## config.mk

```make
export PLATFORM = sky130hd
export DESIGN_NAME = annexb_nal_unit_splitter_top
export DESIGN_NICKNAME = d
export VERILOG_FILES = /design/src/sv/anxb_pkg.sv /design/src/sv/anxb_parse.sv /design/src/sv/anxb_out_queue.sv /design/src/sv/annexb_nal_unit_splitter_top.sv
export VERILOG_INCLUDE_DIRS = /design/src /design/src/sv
export SDC_FILE = /design/constraint.sdc
export NUM_CORES = 1
export LEC_CHECK = 0
export ABC_AREA = 1
export BUFFER_PORTS_ARGS = -buffer_cell sky130_fd_sc_hd__buf_4
export CAP_MARGIN = 40
export CORE_ASPECT_RATIO = 0.75
export CORE_UTILIZATION = 40
export DETAILED_ROUTE_END_ITERATION = 8
export PLACE_DENSITY = 0.65
export SYNTH_ARGS = -nofsm -noshare
export SYNTH_HDL_FRONTEND = slang
export SYNTH_SLANG_ARGS = --single-unit
```

## constraint.sdc

```tcl
create_clock -name aclk -period 5 [get_ports aclk]
set_clock_uncertainty 0.15 [all_clocks]
set_input_delay 1 -clock aclk [delete_from_list [all_inputs] [get_ports aclk]]
set_output_delay 1 -clock aclk [all_outputs]
set_load 0.005 [all_outputs]
```

## src/sv/annexb_nal_unit_splitter_top_macros.svh

```systemverilog
// Assertion macros shared by the splitter modules.
// Each macro expects the clock aclk and the active-low reset aresetn in scope.
`ifndef ANNEXB_NAL_UNIT_SPLITTER_TOP_MACROS_SVH
`define ANNEXB_NAL_UNIT_SPLITTER_TOP_MACROS_SVH

`define ANXB_ASSERT(label, prop, msg) \
    label: assert property (@(posedge aclk) disable iff (!aresetn) (prop)) else $error(msg);

`define ANXB_ASSERT_NEXT(label, cond, cons, msg) \
    label: assert property (@(posedge aclk) disable iff (!aresetn) (cond) |=> (cons)) else $error(msg);

`endif

```

## src/sv/anxb_pkg.sv

```systemverilog
package anxb_pkg;

    localparam int unsigned LenW = 21;

    localparam logic OP_DATA = 1'b0;
    localparam logic OP_EOS  = 1'b1;

    localparam logic [1:0] ST_OK       = 2'd0;
    localparam logic [1:0] ST_NO_LEAD  = 2'd1;
    localparam logic [1:0] ST_OVERFLOW = 2'd2;

    localparam logic [LenW-1:0] LIMIT_LOW   = 21'd4;
    localparam logic [LenW-1:0] LIMIT_HIGH  = 21'd1048576;
    localparam logic [LenW-1:0] LIMIT_RESET = 21'd65536;

    typedef enum logic [1:0] {
        PH_LEAD = 2'd0,
        PH_UNIT = 2'd1,
        PH_HALT = 2'd2
    } phase_t;

    typedef struct packed {
        logic [7:0]      unit_byte;
        logic            first_of_unit;
        logic            last_of_unit;
        logic [LenW-1:0] unit_length;
        logic [1:0]      status;
        logic            last_of_run;
    } result_t;

    typedef struct packed {
        logic             valid;
        logic [2:0]       count;
        result_t [3:0]    res;
    } group_t;

    function automatic logic is_code3(input logic [7:0] a, input logic [7:0] b,
                                      input logic [7:0] c);
        return (a == 8'h00) && (b == 8'h00) && (c == 8'h01);
    endfunction

    function automatic logic is_code4(input logic [7:0] a, input logic [7:0] b,
                                      input logic [7:0] c, input logic [7:0] d);
        return (a == 8'h00) && (b == 8'h00) && (c == 8'h00) && (d == 8'h01);
    endfunction

endpackage

```

## src/sv/anxb_parse.sv

```systemverilog
`include "annexb_nal_unit_splitter_top_macros.svh"

module anxb_parse (
    input  logic                   aclk,
    input  logic                   aresetn,
    input  logic                   s_tvalid,
    output logic                   s_tready,
    input  logic [7:0]             s_tdata,
    input  logic [0:0]             s_tuser,
    input  logic                   cfg_valid,
    output logic                   cfg_ready,
    input  logic [20:0]            cfg_data,
    input  logic                   can_load,
    output anxb_pkg::group_t       grp
);

    logic                 in_valid_reg;
    logic                 in_op_reg;
    logic [7:0]           in_byte_reg;
    anxb_pkg::phase_t     phase_reg, phase_next;
    logic [3:0][7:0]      pend_reg, pend_next;
    logic [2:0]           count_reg, count_next;
    logic [20:0]          uc_reg, uc_next;
    logic [20:0]          lim_reg, lim_next;

    logic                 load;
    logic [3:0][7:0]      emit;
    logic [2:0]           emit_n;
    logic                 ends_unit;
    logic                 err;
    logic [1:0]           lead_k;
    logic [1:0]           last_idx;
    logic [3:0][20:0]     len_sum;
    logic [3:0]           over;

    assign load      = in_valid_reg && can_load;
    assign s_tready  = !in_valid_reg || can_load;
    assign cfg_ready = 1'b1;

    always_comb begin
        if (cfg_data < anxb_pkg::LIMIT_LOW) begin
            lim_next = anxb_pkg::LIMIT_LOW;
        end else if (cfg_data > anxb_pkg::LIMIT_HIGH) begin
            lim_next = anxb_pkg::LIMIT_HIGH;
        end else begin
            lim_next = cfg_data;
        end
    end

    always_ff @(posedge aclk) begin
        if (!aresetn) begin
            in_valid_reg <= 1'b0;
        end else if (s_tvalid && s_tready) begin
            in_valid_reg <= 1'b1;
        end else if (load) begin
            in_valid_reg <= 1'b0;
        end
    end

    always_ff @(posedge aclk) begin
        if (s_tvalid && s_tready) begin
            in_op_reg   <= s_tuser[0];
            in_byte_reg <= s_tdata;
        end
    end

    always_ff @(posedge aclk) begin
        if (!aresetn) begin
            phase_reg <= anxb_pkg::PH_LEAD;
            pend_reg  <= '0;
            count_reg <= 3'd0;
            uc_reg    <= 21'd0;
            lim_reg   <= anxb_pkg::LIMIT_RESET;
        end else begin
            phase_reg <= phase_next;
            pend_reg  <= pend_next;
            count_reg <= count_next;
            uc_reg    <= uc_next;
            if (cfg_valid && cfg_ready) begin
                lim_reg <= lim_next;
            end
        end
    end

    always_comb begin
        phase_next = phase_reg;
        pend_next  = pend_reg;
        count_next = count_reg;
        uc_next    = uc_reg;
        emit       = '0;
        emit_n     = 3'd0;
        ends_unit  = 1'b0;
        err        = 1'b0;
        lead_k     = (count_reg >= 3'd3) ? 2'd3 : count_reg[1:0];

        if (load) begin
            unique case (phase_reg)
                anxb_pkg::PH_LEAD: begin
                    if (in_op_reg == anxb_pkg::OP_EOS) begin
                        pend_next  = '0;
                        count_next = 3'd0;
                    end else begin
                        pend_next[lead_k] = in_byte_reg;
                        count_next        = {1'b0, lead_k} + 3'd1;
                        uc_next           = 21'd0;
                        if (count_next == 3'd3 &&
                            anxb_pkg::is_code3(pend_next[0], pend_next[1], pend_next[2])) begin
                            phase_next = anxb_pkg::PH_UNIT;
                        end else if (count_next == 3'd4) begin
                            if (anxb_pkg::is_code4(pend_next[0], pend_next[1],
                                                   pend_next[2], pend_next[3])) begin
                                phase_next = anxb_pkg::PH_UNIT;
                            end else begin
                                err        = 1'b1;
                                phase_next = anxb_pkg::PH_HALT;
                            end
                        end
                    end
                end
                anxb_pkg::PH_UNIT: begin
                    if (in_op_reg == anxb_pkg::OP_EOS) begin
                        emit       = pend_reg;
                        emit_n     = count_reg;
                        ends_unit  = 1'b1;
                        pend_next  = '0;
                        count_next = 3'd0;
                        phase_next = anxb_pkg::PH_LEAD;
                    end else if (count_reg == 3'd4) begin
                        if (anxb_pkg::is_code4(pend_reg[1], pend_reg[2], pend_reg[3],
                                               in_byte_reg)) begin
                            emit[0]    = pend_reg[0];
                            emit_n     = 3'd1;
                            ends_unit  = 1'b1;
                            pend_next  = {in_byte_reg, pend_reg[3], pend_reg[2], pend_reg[1]};
                            count_next = 3'd4;
                        end else if (anxb_pkg::is_code3(pend_reg[2], pend_reg[3],
                                                        in_byte_reg)) begin
                            emit[0]    = pend_reg[0];
                            emit[1]    = pend_reg[1];
                            emit_n     = 3'd2;
                            ends_unit  = 1'b1;
                            pend_next  = {8'h00, in_byte_reg, pend_reg[3], pend_reg[2]};
                            count_next = 3'd3;
                        end else begin
                            emit[0]    = pend_reg[0];
                            emit_n     = 3'd1;
                            pend_next  = {in_byte_reg, pend_reg[3], pend_reg[2], pend_reg[1]};
                            count_next = 3'd4;
                        end
                    end else begin
                        if (anxb_pkg::is_code4(pend_reg[0], pend_reg[1], pend_reg[2],
                                               in_byte_reg)) begin
                            ends_unit  = 1'b1;
                            pend_next  = {in_byte_reg, pend_reg[2], pend_reg[1], pend_reg[0]};
                            count_next = 3'd4;
                        end else if (anxb_pkg::is_code3(pend_reg[1], pend_reg[2],
                                                        in_byte_reg)) begin
                            emit[0]    = pend_reg[0];
                            emit_n     = 3'd1;
                            ends_unit  = 1'b1;
                            pend_next  = {8'h00, in_byte_reg, pend_reg[2], pend_reg[1]};
                            count_next = 3'd3;
                        end else begin
                            pend_next  = {in_byte_reg, pend_reg[2], pend_reg[1], pend_reg[0]};
                            count_next = 3'd4;
                        end
                    end
                end
                anxb_pkg::PH_HALT: begin
                end
                default: begin
                end
            endcase
        end

        for (int j = 0; j < 4; j++) begin
            len_sum[j] = uc_reg + 21'(j + 1);
            over[j]    = len_sum[j] > lim_reg;
        end

        last_idx = 2'(emit_n - 3'd1);
        if (load && phase_reg == anxb_pkg::PH_UNIT) begin
            if (ends_unit) begin
                uc_next = 21'd0;
            end else if (emit_n != 3'd0) begin
                uc_next = over[last_idx] ? lim_reg + 21'd1 : len_sum[last_idx];
            end
        end
    end

    always_comb begin
        grp.valid = load;
        grp.count = err ? 3'd1 : emit_n;
        for (int j = 0; j < 4; j++) begin
            grp.res[j].unit_byte     = emit[j];
            grp.res[j].first_of_unit = (j == 0) && (uc_reg == 21'd0);
            grp.res[j].last_of_run   = (3'(j + 1) == emit_n);
            grp.res[j].last_of_unit  = ends_unit && (3'(j + 1) == emit_n);
            grp.res[j].unit_length   = grp.res[j].last_of_unit ?
                                       (over[j] ? lim_reg : len_sum[j]) : 21'd0;
            grp.res[j].status        = over[j] ? anxb_pkg::ST_OVERFLOW : anxb_pkg::ST_OK;
        end
        if (err) begin
            grp.res[0]             = '0;
            grp.res[0].status      = anxb_pkg::ST_NO_LEAD;
            grp.res[0].last_of_run = 1'b1;
        end
    end

    `ANXB_ASSERT(a_unit_pending, phase_reg != anxb_pkg::PH_UNIT || count_reg == 3'd3 || count_reg == 3'd4, "Unit phase holds a pending count other than three or four.")
    `ANXB_ASSERT(a_limit_range, lim_reg >= anxb_pkg::LIMIT_LOW && lim_reg <= anxb_pkg::LIMIT_HIGH, "Unit limit lies outside its range.")
    `ANXB_ASSERT_NEXT(a_halt_sticky, phase_reg == anxb_pkg::PH_HALT, phase_reg == anxb_pkg::PH_HALT, "Halted splitter left the halt phase without reset.")

endmodule

```

## src/sv/anxb_out_queue.sv

```systemverilog
`include "annexb_nal_unit_splitter_top_macros.svh"

module anxb_out_queue (
    input  logic                   aclk,
    input  logic                   aresetn,
    input  anxb_pkg::group_t       grp,
    output logic                   can_load,
    output logic                   m_tvalid,
    input  logic                   m_tready,
    output logic [31:0]            m_tdata,
    output logic [3:0]             m_tuser,
    output logic                   m_tlast
);

    anxb_pkg::result_t [3:0] res_reg;
    logic [2:0]              n_reg, n_next;
    logic [2:0]              rd_reg, rd_next;
    logic                    take;
    anxb_pkg::result_t       cur;

    assign m_tvalid = (rd_reg != n_reg);
    assign take     = m_tvalid && m_tready;
    assign can_load = !m_tvalid || (take && (rd_reg + 3'd1 == n_reg));
    assign cur      = res_reg[rd_reg[1:0]];

    assign m_tdata = {3'b000, cur.unit_length, cur.unit_byte};
    assign m_tuser = {cur.status, cur.last_of_unit, cur.first_of_unit};
    assign m_tlast = cur.last_of_run;

    always_comb begin
        n_next  = n_reg;
        rd_next = rd_reg;
        if (grp.valid) begin
            n_next  = grp.count;
            rd_next = 3'd0;
        end else if (take) begin
            rd_next = rd_reg + 3'd1;
        end
    end

    always_ff @(posedge aclk) begin
        if (!aresetn) begin
            n_reg  <= 3'd0;
            rd_reg <= 3'd0;
        end else begin
            n_reg  <= n_next;
            rd_reg <= rd_next;
        end
    end

    always_ff @(posedge aclk) begin
        if (grp.valid) begin
            res_reg <= grp.res;
        end
    end

    `ANXB_ASSERT(a_rd_in_range, rd_reg <= n_reg, "Read index passed the number of stored results.")
    `ANXB_ASSERT(a_count_bound, n_reg <= 3'd4, "More than four results stored for one item.")
    `ANXB_ASSERT(a_tlast_final, !m_tvalid || (m_tlast == (rd_reg + 3'd1 == n_reg)), "Run end mark does not sit on the final stored result.")

endmodule

```

## src/sv/annexb_nal_unit_splitter_top.sv

```systemverilog
// H.264 Annex B splitter: cuts a byte stream into NAL units at 00 00 01 and
// 00 00 00 01 start codes, each unit given out with its leading start code.
// Input channel s_*: one item per byte (tuser = 0) or an end-of-stream mark
// (tuser = 1) that flushes the unit in progress. Result channel m_*: one item
// per unit byte, with first and last unit marks in tuser, the unit length on
// the last byte, and tlast on the final result that one input item causes.
// The cfg channel writes max_unit_bytes; it is always ready. The user must
// write it only while the block is idle; the block does not enforce this.
// Items pass the input register, then the result store. A byte item gives at
// most two results and usually one, so one byte per cycle is sustained with
// m_tready high; an end-of-stream item gives up to four results. The rate is
// set by the four-entry result store, which gives one result per cycle with
// m_tready high and takes the next item's results as its last one leaves.
// Reset clears the held bytes and counters, sets the limit to 65536 and makes
// the block wait for a leading start code. If the first four bytes hold none,
// the block gives a single error result and ignores input until reset.
// While m_tready is low the current result holds, one further item waits in
// the input register and s_tready then falls.
module annexb_nal_unit_splitter_top (
    input  logic        aclk,
    input  logic        aresetn,
    input  logic        s_tvalid,
    output logic        s_tready,
    input  logic [7:0]  s_tdata,   // [7:0] data_byte
    input  logic [0:0]  s_tuser,   // [0] op
    output logic        m_tvalid,
    input  logic        m_tready,
    output logic [31:0] m_tdata,   // [7:0] unit_byte, [28:8] unit_length, [31:29] zero
    output logic [3:0]  m_tuser,   // [0] first_of_unit, [1] last_of_unit, [3:2] status
    output logic        m_tlast,
    input  logic        cfg_valid,
    output logic        cfg_ready,
    input  logic [20:0] cfg_data
);

    anxb_pkg::group_t grp;
    logic             can_load;

    anxb_parse u_parse (
        .aclk      (aclk),
        .aresetn   (aresetn),
        .s_tvalid  (s_tvalid),
        .s_tready  (s_tready),
        .s_tdata   (s_tdata),
        .s_tuser   (s_tuser),
        .cfg_valid (cfg_valid),
        .cfg_ready (cfg_ready),
        .cfg_data  (cfg_data),
        .can_load  (can_load),
        .grp       (grp)
    );

    anxb_out_queue u_out_queue (
        .aclk     (aclk),
        .aresetn  (aresetn),
        .grp      (grp),
        .can_load (can_load),
        .m_tvalid (m_tvalid),
        .m_tready (m_tready),
        .m_tdata  (m_tdata),
        .m_tuser  (m_tuser),
        .m_tlast  (m_tlast)
    );

endmodule

```

# After elaboration in Yosys (flattened, before gate mapping)
# Index checks and enable logic that the tools add are counted.
[totals]
ff_bits = 228
mem_bits_rw = 0
latchBits = 0
wordCells = 202
memories = 0
rom_bits = 0
input_bits = 35
[classes]
n_addsub = 8
n_div = 0
multipliers = 0
eq_ne = 18
bitwise_logic = 3
n_reduce_logical = 47
shifts = 0
mux = 81
n_lt_le_gt_ge = 11
[ops]
columns = ["cell", "count"]
rows = [
  ["2-to-1 mux 21 bit", 14],
  ["2-to-1 mux 32 bit", 7],
  ["greater-than comparator 21 bit", 4],
  ["binary-select mux 34 bit (select 2 bit)", 1],
  ["case mux 32 bit (2 select lines)", 1],
  ["logical NOT 8 bit", 7],
  ["2-to-1 mux 8 bit", 7],
  ["adder 21 x 1 -> 21 bit, second input constant", 2],
  ["adder 21 x 2 -> 21 bit, second input constant", 2],
  ["binary-select mux 21 bit (select 2 bit)", 1],
  ["2-to-1 mux 3 bit", 13],
  ["2-to-1 mux 34 bit", 1],
  ["bitwise mux 32 bit", 1],
  ["== test 8 x 1 -> 1 bit, second input constant", 3],
  ["logical AND 1 bit", 24],
  ["2-to-1 mux 2 bit", 12],
  ["adder 21 x 3 -> 21 bit, second input constant", 1],
  ["greater-than comparator 21 bit, second input constant", 1],
  ["logical NOT 21 bit", 1],
  ["< comparator 21 x 3 -> 1 bit, second input constant", 1],
  ["2-to-1 mux 1 bit", 18],
  ["demux 8 bit (select 2 bit)", 1],
  ["2-to-1 mux 16 bit", 1],
  ["< comparator 2 x 3 -> 1 bit, second input constant", 3],
  ["31 further kinds", 41],
]

# Longest topological paths before layout
[logic_depth]
word_depth = 18
depth_mapped = 29
depth_no_buf = 27

# Hierarchy
# From an unflattened synthesis, not the netlist that was laid out.
[unflattened]
hier_cells = 2298
hier_area_um2 = 16754.8
[by_module_without_submodules]
columns = ["module", "area_each_um2", "cells_each", "n_inst"]
rows = [
  ["anxb_parse", 11322.1, 1911, 1],
  ["anxb_out_queue", 5432.7, 387, 1],
]

# Worst setup path after synthesis
# OpenSTA, ideal clock, no wires.
[synth_path]
path_type = "in2reg"
startpoint = "in m_tready"
endpoint = "reg u_parse.uc_reg[18]"
setup_slack_ns = 0.806
path_buffers = 1
required_ns = 4.736
path_stages = 10
setup_ns = 0.114
arrival_time_ns = 3.930
cell_sequence = "inv_1 -> o21ai_2 -> nand2_2 -> inv_2 -> nand3_1 -> nand2_2 -> buf_1 -> nand3_1 -> nand2_1 -> a21oi_2"
[synth_lines]
columns = ["element", "line", "source"]
rows = [
  ["start, declared", "annexb_nal_unit_splitter_top.sv:27", "input logic m_tready,"],
  ["end signal, assigned", "anxb_parse.sv:78", "uc_reg <= uc_next;"],
  ["end, declared", "anxb_parse.sv:23", "logic [20:0] uc_reg, uc_next;"],
]

# Worst setup path after layout
[layout_path]
startpoint = "reg u_parse.uc_reg[1]"
endpoint = "reg u_parse.uc_reg[8]"
[layout_between]
elab_chain_len = 8
word_cells_on_any_way = 16
[layout_lines]
columns = ["element", "line", "source"]
rows = [
  ["adder 21 x 1 -> 21 bit (tied with other cells)", "anxb_parse.sv:177", "len_sum[j] = uc_reg + 21'(j + 1);"],
  ["greater-than comparator 21 bit", "anxb_parse.sv:178", "over[j] = len_sum[j] > lim_reg;"],
  ["binary-select mux 1 bit (select 2 bit)", "anxb_parse.sv:186", "uc_next = over[last_idx] ? lim_reg + 21'd1 : len_sum[last_idx];"],
  ["2-to-1 mux 1 bit (implied by the code)", "anxb_parse.sv:186", ""],
  ["2-to-1 mux 21 bit (*)", "anxb_parse.sv:186", ""],
  ["2-to-1 mux 21 bit (*)", "anxb_parse.sv:185", "end else if (emit_n != 3'd0) begin"],
  ["2-to-1 mux 21 bit (*)", "anxb_parse.sv:183", "if (ends_unit) begin"],
  ["2-to-1 mux 21 bit (*)", "anxb_parse.sv:182", "if (load && phase_reg == anxb_pkg::PH_UNIT) begin"],
]
# Mark *: on every way between the ends. The rest lies on a longest branch, timed or not. The select of a mux whose other input is x is not followed.
# A chain may end at the register's enable or synchronous reset.

==> results_dict.tcl <==
set metrics [dict create \
    outcome "finished, violations left" \
    critical_path.endpoint_type "flip-flop" \
    timing.critical_path.arrival_ns 4.93 \
    max-cap-violations 0 \
    finalWorstSetupSlack_ns 0.3347 \
    htree_num_levels 1 \
    gr-max-usage-layer "met1" \
    grt_pass1_vias 14508 \
    cts_tree "yes" \
    reg2reg_from "u_parse.uc_reg[1]$_SDFFE_PN0P_" \
    unrepaired_setup_endpoints_after_global_routing "no" \
    avgSynthCellArea_um2 7.255 \
    worstHoldStart "u_parse.lim_reg[6]$_SDFFE_PN0P_" \
    setup_viol 0 \
    pins_over_their_slew_limit 0 \
    regToRegSetupSlack_ns 0.33 \
    floorplan.die.height_um 175.9 \
    final.fill_count 3995 \
    total_power_w 0.004360 \
    die_width_um 233.9 \
    setup_total_neg_slack_ns 0 \
    ios 75 \
    timing.critical_path.slowest_stage_cell "sky130_fd_sc_hd__dfxtp_1" \
    finalCritPeriodShare_pct 93.31 \
    finalWorstPathRequiredPeriod_ns 4.665 \
    synth-seq-area-share_pct 36.56 \
    core-area_um2 39650 \
    peak_supply_drop_mv 0.2134 \
    use_met2_pct 37.87 \
    cts_made_buffers 24 \
    critical_path.max_fanout 24 \
    slew-limit-headroom_pct 43.34 \
    initial_utilization_pct 40.68 \
    register_area_um2 5898 \
    worstSetupPathType "flip-flop to flip-flop" \
    async_reset_ff_share_pct 0 \
    route.detailed.vias_per_inst 5.710 \
    regToRegEndpoint "u_parse.uc_reg[8]$_SDFF_PN0_" \
    synth_top_cell_area_share_pct 25.88 \
    synth_edf_count 139 \
    finalInstanceArea_um2 18230 \
    violations "design-rule violations" \
    finish.net_count 2428 \
    largest_net_degree_at_the_start_of_global_routing 68 \
    cts_buffer_depth 3 \
    utilization_after_layout_pct 45.99 \
    root_driver "sky130_fd_sc_hd__clkbuf_16" \
    ff2ff_path_depth 25 \
    dpl_cell_area_um2 17450 \
    layout.cells.most_common_list "sky130_fd_sc_hd__nand2_1, sky130_fd_sc_hd__inv_1, sky130_fd_sc_hd__nor2_1" \
    grt_first_pass_wirelength_mm 93.83 \
    layout-drive-gt1-share_pct 11.21 \
    clk-insertion-delay-late_ns 0.55 \
    placement.io_buffers 70 \
    count_of_nets_left_with_antenna_violations_after_detail_routing 0 \
    synth_cell_types 52 \
    detail_route.drc_violations 4 \
    grt_antenna_before_repair 2 \
    syn_area_um2 16130 \
    fp.dieArea_um2 41130 \
    worstHoldEndpoint "u_parse.lim_reg[6]$_SDFFE_PN0P_" \
    globalRouteTotalUtil_pct 31.10 \
    syn_inst 2223 \
    area_growth_pct 13.06 \
    min_path_cells 2 \
    synth.area.top_cells "sky130_fd_sc_hd__edfxtp_1, sky130_fd_sc_hd__nand2_1, sky130_fd_sc_hd__dfxtp_1, sky130_fd_sc_hd__ha_1, sky130_fd_sc_hd__a21oi_1" \
    ys_ff_latch 225 \
    layout.cells.most_common "sky130_fd_sc_hd__nand2_1" \
    wl_mm 64.72 \
    power_density_nw_per_um2 239.1 \
    largest_register_ffs 130 \
    yosys_most_used_dff "sky130_fd_sc_hd__edfxtp_1" \
    leakage_nw 7.594 \
    timing.critical_path.slowest_cell_delay_ns 0.50 \
    min_path_type "flip-flop to flip-flop" \
    detailedRoute.firstPassIterationCount 8 \
    global_route.usage.met1_pct 49.04 \
    timing.critical_path.from_type "flip-flop" \
    grt_use_met3_pct 13.69 \
    gp_routability_congestion 1.041 \
    cp.required_ns 5.27 \
    multiInputGateArea_um2 8757 \
    hold_viol 0 \
    dp_hpwl_mm 50.90 \
    drt-wirelength-per-cell_um 22.86 \
    placement.setup.worst_slack_ns 0.1048 \
    timing_worst_slew_pin_value_ns 0.8499 \
    yosys_warnings 0 \
    drt_first_iter_violations 2190 \
    placementRows 63 \
    postCtsSetupRepairBufs 0 \
    timing.fmax_ghz 0.2143 \
    synth_top_area_cell "sky130_fd_sc_hd__edfxtp_1" \
    tritoncts_num_sinks 225 \
    clkTransAtPathRegs_ns 0.06 \
    dr_total_vias 16165 \
    grt_remaining_overflow 0 \
]
==> Yosys cell counts (8+ instances only) <==
cell and n:
sky130_fd_sc_hd__dfxtp_1 86, sky130_fd_sc_hd__nand4_1 25, sky130_fd_sc_hd__nor2_1 220, sky130_fd_sc_hd__o22ai_1 35, sky130_fd_sc_hd__buf_6 8, sky130_fd_sc_hd__clkbuf_1 83, sky130_fd_sc_hd__inv_2 12, sky130_fd_sc_hd__nand3_1 151
sky130_fd_sc_hd__a32oi_1 10, sky130_fd_sc_hd__inv_1 224, sky130_fd_sc_hd__a221oi_1 12, sky130_fd_sc_hd__xor2_1 73, sky130_fd_sc_hd__a21oi_2 11, sky130_fd_sc_hd__edfxtp_1 139, sky130_fd_sc_hd__a31oi_1 10, sky130_fd_sc_hd__buf_2 20
sky130_fd_sc_hd__o21ai_0 190, sky130_fd_sc_hd__buf_4 10, sky130_fd_sc_hd__nor4_1 12, sky130_fd_sc_hd__a21oi_1 204, sky130_fd_sc_hd__nand2_1 473, sky130_fd_sc_hd__nor3_1 36, sky130_fd_sc_hd__ha_1 100
==> critical path: cells and delay by family (launching register included) <==
| family | cells | cell delay (ns) |
|---|---|---|
| flip-flops | 1 | 0.50 |
| buffers and inverters | 5 | 0.73 |
| XOR/XNOR | 1 | 0.36 |
| adder cells (fa/ha/maj) | 2 | 0.67 |
| AO/OA/AOI/OAI | 1 | 0.06 |
| AND/OR/NAND/NOR | 16 | 2.03 |
==> kinds of logic (layout without fill, tap and decap cells) <==
group,after synthesis,after routing,share of synthesized area [%]
AOI/OAI and AO/OA,508,508,17.37
buffers and inverters,370,455,9.387
adders and majority gates,100,100,7.758
muxes,1,1,0.06207
DFF,225,225,36.56
and+or+nand+nor,941,941,24.69
xor gates and xnor gates,76,76,4.127
other,2,5,0.04657
==> worst max-delay path by stage <==
| stage | from | endpoint | slack, ns |
|---|---|---|---|
| finish | u_parse.uc_reg[1]$_SDFFE_PN0P_ | u_parse.uc_reg[8]$_SDFF_PN0_ | 0.33 |
| global route | u_parse.uc_reg[1]$_SDFFE_PN0P_ | u_parse.uc_reg[8]$_SDFF_PN0_ | 0.02 |
| CTS | u_parse.uc_reg[0]$_SDFFE_PN0P_ | u_out_queue.res_reg[86]$_SDFFCE_PN0P_ | 0.07 |
| detailed placement | u_parse.uc_reg[0]$_SDFFE_PN0P_ | u_out_queue.res_reg[86]$_SDFFCE_PN0P_ | 0.10 |
| global placement | u_parse.uc_reg[0]$_SDFFE_PN0P_ | u_out_queue.res_reg[86]$_SDFFCE_PN0P_ | 0.17 |
| floorplan | m_tready | u_parse.uc_reg[18]$_SDFF_PN0_ | 0.81 |
==> power breakdown <==
part	switching, W	internal, W
Sequential	0.0000574	0.00204
Clock	0.000770	0.000964
Combinational	0.000379	0.000154
Total	0.00121	0.00315
==> stage by stage <==
stage | instances | hold WS [ns]
after floorplan | 2225 | 0.3180
after global placement | 2784 | 0.3093
after detailed placement | 2786 | 0.3120
after CTS | 2829 | 0.3213
after global routing | 2830 | 0.3343
final | 2831 | 0.3222
==> routing by layer <==
metal | vias up | wire length, um
met2 | 876 | 23030
met5 | - | 25
li1 | 7620 | -
met4 | 2 | 891
met1 | 7612 | 31140
met3 | 55 | 9631
==> layout make-up <==
class                   count  area share (%)
repair buffers            167           6.876
clock buffers              31           3.548
diodes                      1         0.01372
well taps                 520           3.568
clock inverters            12          0.5147
repair inverters            1         0.04117
inverters                 244           5.064
multi-input cells        1630           48.03
flip-flops and latches    225           32.35
==> timing repair <==
action / 4_1_cts / 5_1_grt
hold buffers: 0 / 0
endpoints found under the setup margin: 0 / 42
gates resized for setup: 0 / 12
(Power assumes the default switching activity.)
